===== config.mk =====
export PLATFORM = sky130hd
export DESIGN_NAME = compute_dispatch_thread_ids_core
export DESIGN_NICKNAME = d
export VERILOG_FILES = /design/src/hw/rtl/cdt_pkg.sv /design/src/hw/rtl/cdt_ctrl.sv /design/src/hw/rtl/cdt_datapath.sv /design/src/hw/rtl/compute_dispatch_thread_ids_core.sv
export SDC_FILE = /design/constraint.sdc
export NUM_CORES = 2
export LEC_CHECK = 0
export BUFFER_PORTS_ARGS = -buffer_cell sky130_fd_sc_hd__buf_2
export CAP_MARGIN = 20
export CORE_ASPECT_RATIO = 1.5
export CORE_MARGIN = 5
export CORE_UTILIZATION = 40
export DETAILED_ROUTE_END_ITERATION = 7
export GPL_TIMING_DRIVEN = 0
export MAX_ROUTING_LAYER = met4
export PLACE_DENSITY = 0.58
export SYNTH_ARGS = -nofsm -noshare
export SYNTH_HDL_FRONTEND = slang
export SYNTH_SLANG_ARGS = --single-unit

===== constraint.sdc =====
create_clock -name i_clk -period 13.3 [get_ports i_clk]
set_clock_uncertainty 0.1 [all_clocks]
set_input_delay 0.665 -clock i_clk [delete_from_list [all_inputs] [get_ports i_clk]]
set_output_delay 0.665 -clock i_clk [all_outputs]
set_load 0.03 [all_outputs]

===== src/hw/rtl/cdt_pkg.sv =====
`timescale 1ns / 1ps
// ============================================================================
// cdt_pkg
// Shared types and constants of the dispatch thread id walker.
// ============================================================================
package cdt_pkg;

    // Field widths of the configuration port and of the result word
    localparam int CFG_IDX_W    = 3;
    localparam int CFG_DATA_W   = 16;
    localparam int CFG_GROUP_W  = 16;
    localparam int CFG_THREAD_W = 11;
    localparam int OUT_GROUP_W  = 16;
    localparam int OUT_LOCAL_W  = 10;
    localparam int OUT_GLOBAL_W = 26;
    localparam int OUT_FLAT_W   = 30;

    // Configuration register indexes
    typedef enum logic [CFG_IDX_W-1:0] {
        CFG_GROUPS_X  = 3'd0,
        CFG_GROUPS_Y  = 3'd1,
        CFG_GROUPS_Z  = 3'd2,
        CFG_THREADS_X = 3'd3,
        CFG_THREADS_Y = 3'd4,
        CFG_THREADS_Z = 3'd5
    } t_cfg_idx;

    // Controller states
    typedef enum logic [1:0] {
        ST_IDLE,
        ST_MUL,
        ST_FIN
    } t_state;

    // Controller to datapath commands
    typedef struct packed {
        logic step;      // input word accepted: advance or restart the walk
        logic mul;       // form the products from the new position
        logic load_out;  // move the finished result into the output register
    } t_cmd;

endpackage


===== src/hw/rtl/cdt_ctrl.sv =====
`timescale 1ns / 1ps
// ============================================================================
// cdt_ctrl
// Sequencer of the walker: input handshake, product step, output register.
// ============================================================================
module cdt_ctrl (
    input  logic          i_clk,
    input  logic          i_rst_n,
    input  logic          i_valid,
    output logic          o_ready,
    output logic          o_valid,
    input  logic          i_ready,
    output cdt_pkg::t_cmd o_cmd
);
    import cdt_pkg::*;

    t_state r_state, n_state;
    logic   r_out_valid, n_out_valid;
    logic   w_load;

    // output register is free when empty or being drained this cycle
    assign w_load = (r_state == ST_FIN) && (!r_out_valid || i_ready);

    always_comb begin
        n_state = r_state;
        case (r_state)
            ST_IDLE: begin
                if (i_valid) n_state = ST_MUL;
            end
            ST_MUL: begin
                n_state = ST_FIN;
            end
            ST_FIN: begin
                if (w_load) n_state = ST_IDLE;
            end
            default: begin
                n_state = ST_IDLE;
            end
        endcase
    end

    always_comb begin
        o_ready         = (r_state == ST_IDLE);
        o_cmd.step      = (r_state == ST_IDLE) && i_valid;
        o_cmd.mul       = (r_state == ST_MUL);
        o_cmd.load_out  = w_load;
        if (w_load) begin
            n_out_valid = 1'b1;
        end else if (i_ready) begin
            n_out_valid = 1'b0;
        end else begin
            n_out_valid = r_out_valid;
        end
    end

    assign o_valid = r_out_valid;

    always_ff @(posedge i_clk) begin
        if (!i_rst_n) begin
            r_state     <= ST_IDLE;
            r_out_valid <= 1'b0;
        end else begin
            r_state     <= n_state;
            r_out_valid <= n_out_valid;
        end
    end

endmodule


===== src/hw/rtl/cdt_datapath.sv =====
`timescale 1ns / 1ps
// ============================================================================
// cdt_datapath
// Configuration registers, walk position, products and the result register.
// ============================================================================
module cdt_datapath #(
    parameter int GROUP_BITS  = 16,
    parameter int THREAD_BITS = 10
) (
    input  logic                                i_clk,
    input  logic                                i_rst_n,
    input  cdt_pkg::t_cmd                       i_cmd,
    input  logic                                i_restart,
    input  logic                                i_cfg_wr,
    input  logic [cdt_pkg::CFG_IDX_W-1:0]       i_cfg_index,
    input  logic [cdt_pkg::CFG_DATA_W-1:0]      i_cfg_data,
    output logic [cdt_pkg::OUT_GROUP_W-1:0]     o_group_x,
    output logic [cdt_pkg::OUT_GROUP_W-1:0]     o_group_y,
    output logic [cdt_pkg::OUT_GROUP_W-1:0]     o_group_z,
    output logic [cdt_pkg::OUT_LOCAL_W-1:0]     o_local_x,
    output logic [cdt_pkg::OUT_LOCAL_W-1:0]     o_local_y,
    output logic [cdt_pkg::OUT_LOCAL_W-1:0]     o_local_z,
    output logic [cdt_pkg::OUT_GLOBAL_W-1:0]    o_global_x,
    output logic [cdt_pkg::OUT_GLOBAL_W-1:0]    o_global_y,
    output logic [cdt_pkg::OUT_GLOBAL_W-1:0]    o_global_z,
    output logic [cdt_pkg::OUT_FLAT_W-1:0]      o_flat_index,
    output logic                                o_valid_res,
    output logic                                o_last
);
    import cdt_pkg::*;

    localparam int GCW = GROUP_BITS + 1;
    localparam int TCW = THREAD_BITS + 1;
    localparam int GSW = (GCW > CFG_GROUP_W) ? GCW : CFG_GROUP_W;
    localparam int TSW = (TCW > CFG_THREAD_W) ? TCW : CFG_THREAD_W;
    localparam logic [GSW-1:0] GLIM = GSW'(1) << GROUP_BITS;
    localparam logic [TSW-1:0] TLIM = TSW'(1) << THREAD_BITS;
    localparam int GPW = GROUP_BITS + TCW;
    localparam int LPW = THREAD_BITS + TCW;

    // configuration
    logic [CFG_GROUP_W-1:0]  r_groups_x, r_groups_y, r_groups_z;
    logic [CFG_THREAD_W-1:0] r_threads_x, r_threads_y, r_threads_z;

    // walk position
    logic [THREAD_BITS-1:0] r_lx, r_ly, r_lz, n_lx, n_ly, n_lz;
    logic [GROUP_BITS-1:0]  r_gx, r_gy, r_gz, n_gx, n_gy, n_gz;
    logic                   r_active, n_active;
    logic                   r_emit, n_emit;

    // products
    logic [GPW-1:0] r_pgx, r_pgy, r_pgz;
    logic [LPW-1:0] r_pfz, r_pfy;
    logic           r_last;

    // saturated counts
    logic [GCW-1:0] c_gx, c_gy, c_gz;
    logic [TCW-1:0] c_tx, c_ty, c_tz;
    logic           w_any_zero;
    logic [5:0]     w_inc;
    logic [6:0]     w_carry;

    assign c_gx = GCW'((GSW'(r_groups_x) > GLIM) ? GLIM : GSW'(r_groups_x));
    assign c_gy = GCW'((GSW'(r_groups_y) > GLIM) ? GLIM : GSW'(r_groups_y));
    assign c_gz = GCW'((GSW'(r_groups_z) > GLIM) ? GLIM : GSW'(r_groups_z));
    assign c_tx = TCW'((TSW'(r_threads_x) > TLIM) ? TLIM : TSW'(r_threads_x));
    assign c_ty = TCW'((TSW'(r_threads_y) > TLIM) ? TLIM : TSW'(r_threads_y));
    assign c_tz = TCW'((TSW'(r_threads_z) > TLIM) ? TLIM : TSW'(r_threads_z));

    assign w_any_zero = (c_gx == '0) || (c_gy == '0) || (c_gz == '0) ||
                        (c_tx == '0) || (c_ty == '0) || (c_tz == '0);

    // a coordinate can step when it is below its count minus one
    assign w_inc[0] = (TCW'(r_lx) + TCW'(1)) < c_tx;
    assign w_inc[1] = (TCW'(r_ly) + TCW'(1)) < c_ty;
    assign w_inc[2] = (TCW'(r_lz) + TCW'(1)) < c_tz;
    assign w_inc[3] = (GCW'(r_gx) + GCW'(1)) < c_gx;
    assign w_inc[4] = (GCW'(r_gy) + GCW'(1)) < c_gy;
    assign w_inc[5] = (GCW'(r_gz) + GCW'(1)) < c_gz;

    // carry ripples from local x up to group z
    assign w_carry[0] = 1'b1;
    assign w_carry[1] = w_carry[0] & ~w_inc[0];
    assign w_carry[2] = w_carry[1] & ~w_inc[1];
    assign w_carry[3] = w_carry[2] & ~w_inc[2];
    assign w_carry[4] = w_carry[3] & ~w_inc[3];
    assign w_carry[5] = w_carry[4] & ~w_inc[4];
    assign w_carry[6] = w_carry[5] & ~w_inc[5];

    always_comb begin
        n_lx     = r_lx;
        n_ly     = r_ly;
        n_lz     = r_lz;
        n_gx     = r_gx;
        n_gy     = r_gy;
        n_gz     = r_gz;
        n_active = r_active;
        n_emit   = 1'b0;
        if (i_restart) begin
            n_lx     = '0;
            n_ly     = '0;
            n_lz     = '0;
            n_gx     = '0;
            n_gy     = '0;
            n_gz     = '0;
            n_active = !w_any_zero;
            n_emit   = !w_any_zero;
        end else if (r_active) begin
            if (w_any_zero) begin
                n_active = 1'b0;
            end else begin
                n_lx = w_inc[0] ? r_lx + THREAD_BITS'(1) : '0;
                if (w_carry[1]) n_ly = w_inc[1] ? r_ly + THREAD_BITS'(1) : '0;
                if (w_carry[2]) n_lz = w_inc[2] ? r_lz + THREAD_BITS'(1) : '0;
                if (w_carry[3]) n_gx = w_inc[3] ? r_gx + GROUP_BITS'(1) : '0;
                if (w_carry[4]) n_gy = w_inc[4] ? r_gy + GROUP_BITS'(1) : '0;
                if (w_carry[5]) n_gz = w_inc[5] ? r_gz + GROUP_BITS'(1) : '0;
                // carry out of group z: walk done
                n_active = !w_carry[6];
                n_emit   = !w_carry[6];
            end
        end
    end

    always_ff @(posedge i_clk) begin
        if (!i_rst_n) begin
            r_groups_x  <= CFG_GROUP_W'(1);
            r_groups_y  <= CFG_GROUP_W'(1);
            r_groups_z  <= CFG_GROUP_W'(1);
            r_threads_x <= CFG_THREAD_W'(1);
            r_threads_y <= CFG_THREAD_W'(1);
            r_threads_z <= CFG_THREAD_W'(1);
        end else if (i_cfg_wr) begin
            case (i_cfg_index)
                CFG_GROUPS_X:  r_groups_x  <= i_cfg_data[CFG_GROUP_W-1:0];
                CFG_GROUPS_Y:  r_groups_y  <= i_cfg_data[CFG_GROUP_W-1:0];
                CFG_GROUPS_Z:  r_groups_z  <= i_cfg_data[CFG_GROUP_W-1:0];
                CFG_THREADS_X: r_threads_x <= i_cfg_data[CFG_THREAD_W-1:0];
                CFG_THREADS_Y: r_threads_y <= i_cfg_data[CFG_THREAD_W-1:0];
                CFG_THREADS_Z: r_threads_z <= i_cfg_data[CFG_THREAD_W-1:0];
                default: ;
            endcase
        end
    end

    always_ff @(posedge i_clk) begin
        if (!i_rst_n) begin
            r_lx     <= '0;
            r_ly     <= '0;
            r_lz     <= '0;
            r_gx     <= '0;
            r_gy     <= '0;
            r_gz     <= '0;
            r_active <= 1'b0;
            r_emit   <= 1'b0;
        end else if (i_cmd.step) begin
            r_lx     <= n_lx;
            r_ly     <= n_ly;
            r_lz     <= n_lz;
            r_gx     <= n_gx;
            r_gy     <= n_gy;
            r_gz     <= n_gz;
            r_active <= n_active;
            r_emit   <= n_emit;
        end
    end

    // first product step: one multiply per lane
    always_ff @(posedge i_clk) begin
        if (i_cmd.mul) begin
            r_pgx  <= GPW'(r_gx) * GPW'(c_tx);
            r_pgy  <= GPW'(r_gy) * GPW'(c_ty);
            r_pgz  <= GPW'(r_gz) * GPW'(c_tz);
            r_pfz  <= LPW'(r_lz) * LPW'(c_tx);
            r_pfy  <= LPW'(r_ly) * LPW'(c_tx);
            r_last <= ~|w_inc;
        end
    end

    // result register; a non-emitted word is all zero with last set
    always_ff @(posedge i_clk) begin
        if (i_cmd.load_out) begin
            if (r_emit) begin
                o_group_x    <= OUT_GROUP_W'(r_gx);
                o_group_y    <= OUT_GROUP_W'(r_gy);
                o_group_z    <= OUT_GROUP_W'(r_gz);
                o_local_x    <= OUT_LOCAL_W'(r_lx);
                o_local_y    <= OUT_LOCAL_W'(r_ly);
                o_local_z    <= OUT_LOCAL_W'(r_lz);
                o_global_x   <= OUT_GLOBAL_W'(r_pgx) + OUT_GLOBAL_W'(r_lx);
                o_global_y   <= OUT_GLOBAL_W'(r_pgy) + OUT_GLOBAL_W'(r_ly);
                o_global_z   <= OUT_GLOBAL_W'(r_pgz) + OUT_GLOBAL_W'(r_lz);
                o_flat_index <= OUT_FLAT_W'(OUT_FLAT_W'(r_pfz) * OUT_FLAT_W'(c_ty))
                              + OUT_FLAT_W'(r_pfy) + OUT_FLAT_W'(r_lx);
                o_valid_res  <= 1'b1;
                o_last       <= r_last;
            end else begin
                o_group_x    <= '0;
                o_group_y    <= '0;
                o_group_z    <= '0;
                o_local_x    <= '0;
                o_local_y    <= '0;
                o_local_z    <= '0;
                o_global_x   <= '0;
                o_global_y   <= '0;
                o_global_z   <= '0;
                o_flat_index <= '0;
                o_valid_res  <= 1'b0;
                o_last       <= 1'b1;
            end
        end
    end

endmodule


===== src/hw/rtl/compute_dispatch_thread_ids_core.sv =====
`timescale 1ns / 1ps
// ============================================================================
// compute_dispatch_thread_ids_core
// Walks a 3-D compute dispatch one thread per input word and returns the
// group id, thread id, dispatch thread id and flat index of each thread.
// ============================================================================
//
//  channel   handshake                  payload
//  -------   -------------------------  -------------------------------------
//  input     i_valid / o_ready          i_restart
//  result    o_valid / i_ready          o_group_*, o_local_*, o_global_*,
//                                       o_flat_index, o_valid_res, o_last
//  config    i_cfg_valid / o_cfg_ready  i_cfg_index, i_cfg_data
//
//  Each input word is accepted and steps the position, then is multiplied,
//  then its result is loaded into the result register.
//  o_ready is high only while no word is in flight; a word whose result waits
//  on a stalled consumer (i_ready low) holds in the load step until taken.
//  A result left in the output register does not block the next input word.
//  Reset (synchronous, active low) sets every count to 1 and stops the walk.
//  Config writes are taken every cycle; indexes beyond the list are ignored.
//
// Walk order: local x fastest, then local y, local z, group x, y, z.
// Counts above 2^THREAD_BITS / 2^GROUP_BITS saturate to those values.
// Any zero count, or advancing past the end, gives a word with valid_res=0,
// last=1 and all other fields zero.
// ============================================================================
module compute_dispatch_thread_ids_core #(
    parameter int GROUP_BITS  = 16,
    parameter int THREAD_BITS = 10
) (
    input  logic                                i_clk,
    input  logic                                i_rst_n,
    // input words
    input  logic                                i_valid,
    output logic                                o_ready,
    input  logic                                i_restart,
    // result words
    output logic                                o_valid,
    input  logic                                i_ready,
    output logic [cdt_pkg::OUT_GROUP_W-1:0]     o_group_x,
    output logic [cdt_pkg::OUT_GROUP_W-1:0]     o_group_y,
    output logic [cdt_pkg::OUT_GROUP_W-1:0]     o_group_z,
    output logic [cdt_pkg::OUT_LOCAL_W-1:0]     o_local_x,
    output logic [cdt_pkg::OUT_LOCAL_W-1:0]     o_local_y,
    output logic [cdt_pkg::OUT_LOCAL_W-1:0]     o_local_z,
    output logic [cdt_pkg::OUT_GLOBAL_W-1:0]    o_global_x,
    output logic [cdt_pkg::OUT_GLOBAL_W-1:0]    o_global_y,
    output logic [cdt_pkg::OUT_GLOBAL_W-1:0]    o_global_z,
    output logic [cdt_pkg::OUT_FLAT_W-1:0]      o_flat_index,
    output logic                                o_valid_res,
    output logic                                o_last,
    // configuration writes
    input  logic                                i_cfg_valid,
    output logic                                o_cfg_ready,
    input  logic [cdt_pkg::CFG_IDX_W-1:0]       i_cfg_index,
    input  logic [cdt_pkg::CFG_DATA_W-1:0]      i_cfg_data
);
    import cdt_pkg::*;

    t_cmd w_cmd;

    // config registers are plain flops: always ready
    assign o_cfg_ready = 1'b1;

    cdt_ctrl u_ctrl (
        .i_clk   (i_clk),
        .i_rst_n (i_rst_n),
        .i_valid (i_valid),
        .o_ready (o_ready),
        .o_valid (o_valid),
        .i_ready (i_ready),
        .o_cmd   (w_cmd)
    );

    cdt_datapath #(
        .GROUP_BITS  (GROUP_BITS),
        .THREAD_BITS (THREAD_BITS)
    ) u_datapath (
        .i_clk        (i_clk),
        .i_rst_n      (i_rst_n),
        .i_cmd        (w_cmd),
        .i_restart    (i_restart),
        .i_cfg_wr     (i_cfg_valid),
        .i_cfg_index  (i_cfg_index),
        .i_cfg_data   (i_cfg_data),
        .o_group_x    (o_group_x),
        .o_group_y    (o_group_y),
        .o_group_z    (o_group_z),
        .o_local_x    (o_local_x),
        .o_local_y    (o_local_y),
        .o_local_z    (o_local_z),
        .o_global_x   (o_global_x),
        .o_global_y   (o_global_y),
        .o_global_z   (o_global_z),
        .o_flat_index (o_flat_index),
        .o_valid_res  (o_valid_res),
        .o_last       (o_last)
    );

endmodule

==> impl_results.md <==
* Status: complete, no violations
* VDD IR max at around 0.11 mV
* Crit Path Class: register to register
* Final worst-path cycle share at 0.6137
* Dominant synthesized flop cell: edfxtp_1
* Synth top area cells: fa_1 26%, edfxtp_1 17%, ha_1 11%, inv_1 6.8%, dfxtp_1 6.0%
* Clock transition at path regs at about 70 ps
* Min-delay worst type: primary input to register
* Post-Syn Nets at a little over 7000
* Post-route ant nets at 0
* Tmin final at roughly 8200 ps
* Fin Setup TNS at 0 ps
* Largest net degree at the start of global routing at 37
* Die H at roughly 460 um
* Post-route DRC at 0
* Number of synthesis warnings at 0
* Element type at the critical path start: register
* Largest family of logic cells by synthesized area: adder cells
* Final #Nets at between 7000 and 8000
* PostCTS Resize Cnt at 0
* RSZ-0062 raised after global routing: false
* Starting Density at 0.4020
* Post-Synth Adder-Cell Area at 0.3756
* Max Buffers Root-to-Sink at 3
* Routability cong. at roughly 0.98
* Via density at 5.146
* Pre-Repair DR Iteration Count at 7
* Switching pwr at about 1.1 mW
* CP arrival at roughly 8400 ps
* CP Capture Type: register
* Fill cells at 13270
* Total CTS buffers at 55
* PortBufs at 214
* First-pass GRT wire length at ~270000 um
* 1st-iter DRT viols at between 2000 and 2500
* Multi-input gate area at roughly 0.037 mm2
* DP Cell Count at just under 8000
* P_leak at 27.92 nW
* Post-synthesis mux area share at 0.001108
* Internal power at 2.618 mW
* Final Hold Fails at 0
* Postcts setup bufs at 0
* Die W at about 310 um
* Post-synth ARST share at 0
* Syn Area/Cell at roughly 9.2 um2
* Fmax at 0.1225 GHz
* Switch share at 0.2922
* CTS HTree Levels at 2
* Drt wl/cell at between 20 and 25 um
* P per Cell Area at 62.03 mW/mm2
* Post-CTS Hold Buffers at 0
* Root Driver: clkbuf_16
* Synth Area in XOR/XNOR at 0.04008
* Clk sinks at roughly 470
* Area share of and/or/nand/nor cells after synthesis at 0.1906
* Logic pwr share at 0.142
* Final hold slack at approximately 130 ps
* Synth area leader: fa_1
* Synthesis-to-layout area growth at 9.994%
* TritonCTS clock tree: built
* Slowest stage delay, CP at 960 ps
* Die ar. at 0.1431 mm2
* Via count at 41090
* CP cell instances: buf_2 > nor2b_1 > clkbuf_1 > nand2_1 > fa_1 > inv_1 > fa_1 > inv_1 > fa_1 > fa_1 > fa_1 > inv_1 > ha_1 > o21ai_0 > a41oi_1 > nor2_1 > o21ai_0 > o41a_1 > a41oi_1 > nor2b_1 > xnor2_1
* Clock group share of total power at 0.421
* Syn Inst Count at roughly 5900
* Post-synthesis compound-gate area fraction at 0.07141
* Rows at roughly 170
* Vias in the first global route at approximately 44000
* Number of synthesized flops with an enable pin at approximately 300
* Register area at 0.01254 mm2
* #FFs+latches synth at roughly 470
* DP HPWL at roughly 140000 um
* Cell variety after synth at 92
* Max-slew violation count at 0
* CP delay by family, top: adder cells
* Core Box Area at between 0.1 and 0.15 mm2
* Part of the power in registers at 0.437
* Clk_lat worst skew at ~720 ps
* Post-synthesis sequential area ratio at 0.2314
* Buf/Inv on CP at 5
* CP max stage cell: xnor2_1
* Setup violations, final at 0
* Final wirelength at roughly 170000 um
* Critical path's most frequent cell: fa_1
* Antenna violations before repair at 23
* CP max FO at 10
* Synth Cell Area at roughly 0.054 mm2
* Max_cap viols at 0
* Ports at ~220
* Final Non-Filler Cells at 7985
* Share of cells above drive strength 1 at 0.06478
* Gr ovfl total at 0
* Critical Path RT at 13500 ps
* Max-slew headroom at 0.1645
* Total Routing Usage GR at 0.2500
* Least-Margin Pin Slew at between 1000 and 1500 ps
* Share of the synthesized area in the top cell type at 0.2641
* Utilization after layout at 0.4422
[layer usage]
metal | share of wire | GRT usage | wire (um)
met2 | 0.50 | 0.4387 | 87310
met1 | 0.39 | 0.2813 | 68090
met3 | 0.050 | 0.04053 | 8768
met4 | 0.057 | 0.1145 | 9993
met5 | 0 | - | 0
[registers in the layout, indices dropped and copies added, names as in the netlist, 21 cells and up]
name	count
u_datapath.o_flat_index	30
u_datapath.o_global_x	26
u_datapath.o_global_y	26
u_datapath.o_global_z	26
u_datapath.r_pfy	21
u_datapath.r_pfz	21
u_datapath.r_pgx	26
u_datapath.r_pgy	26
u_datapath.r_pgz	26
[cells by family after synthesis]
kind of cell / count (synthesis)
adder cells (fa/ha/maj): 1198
buffers and inverters: 1276
AO/OA/AOI/OAI: 593
multiplexers: 6
AND/OR/NAND/NOR: 2083
other: 1
XOR/XNOR: 248
flip-flops: 472
[final timing paths]
path                               from                        end  slack (ps)  cells past startpoint
min reg2reg   u_datapath.r_threads_y[5]  u_datapath.r_threads_y[5]         380                      2
max          u_datapath.r_threads_z[10]       u_datapath.r_pgz[23]        5140                     21
min                             i_valid          u_ctrl.r_state[0]         130                      2
max reg2reg  u_datapath.r_threads_z[10]       u_datapath.r_pgz[23]        5140                     21
[area by class of cell]
| class | instances | area share |
|---|---|---|
| Clock inverter | 34 | 0.006087 |
| Buffer | 299 | 0.02017 |
| Inverter | 977 | 0.06152 |
| Sequential cell | 472 | 0.2104 |
| Clock buffer | 69 | 0.02430 |
| Timing Repair Buffer | 226 | 0.02216 |
| Antenna cell | 26 | 0.001091 |
| Multi-Input combinational cell | 4129 | 0.6175 |
| Tap cell | 1753 | 0.03679 |
[metrics by stage]
step                cell area [um2]  worst slack, ps  total power [mW]
floorplan                     54200             3391             1.984
CTS                           59550             5178             3.751
global route                  59610             4881             3.850
global placement              57460            -1882             2.180
detailed placement            57740             5286             2.177
finish                        59610             5138             3.698
[synthesized netlist by cell type, types with 7 or more instances]
cell,instances
nand3_1,112
a21boi_1,11
o211ai_1,8
nor3b_1,12
or2_2,10
a21boi_0,96
o21ai_0,129
xor2_1,79
a31o_2,7
o21a_1,22
dfxtp_1,163
or3_1,21
and3_1,128
nand2b_1,35
nand3b_1,11
a22oi_1,7
and4_1,7
a21oi_1,140
nor2b_1,57
edfxtp_1,309
a211oi_1,16
o31ai_1,8
fa_1,715
o21bai_1,20
o21ai_1,13
ha_1,483
a21o_1,33
and2_1,500
nor4_1,21
nor2_1,228
nor3_1,57
buf_2,12
o22ai_1,10
clkbuf_1,269
xnor2_1,169
nand4_1,16
nand2_1,831
a31oi_1,19
inv_1,976
[cell usage in the layout (no fill, tap or decap), types with 140 or more instances in the layout]
| master | netlist | final |
|---|---|---|
| fa_1 | 715 | 715 |
| ha_1 | 483 | 483 |
| buf_2 | 12 | 227 |
| a21oi_1 | 140 | 140 |
| inv_1 | 976 | 976 |
| dfxtp_1 | 163 | 163 |
| nand2_1 | 831 | 831 |
| nor2_1 | 228 | 228 |
| xnor2_1 | 169 | 169 |
| edfxtp_1 | 309 | 309 |
| clkbuf_1 | 269 | 276 |
| and2_1 | 500 | 500 |
[power groups by stage]
stage               registers (mW)  logic, mW  clock network (mW)
floorplan                     1.68      0.302                   0
CTS                           1.62      0.531                1.60
global route                  1.62      0.582                1.65
global placement              1.66      0.517                   0
finish                        1.62      0.525                1.56
detailed placement            1.65      0.530                   0
Note: power is estimated with default switching activity, not from simulation.
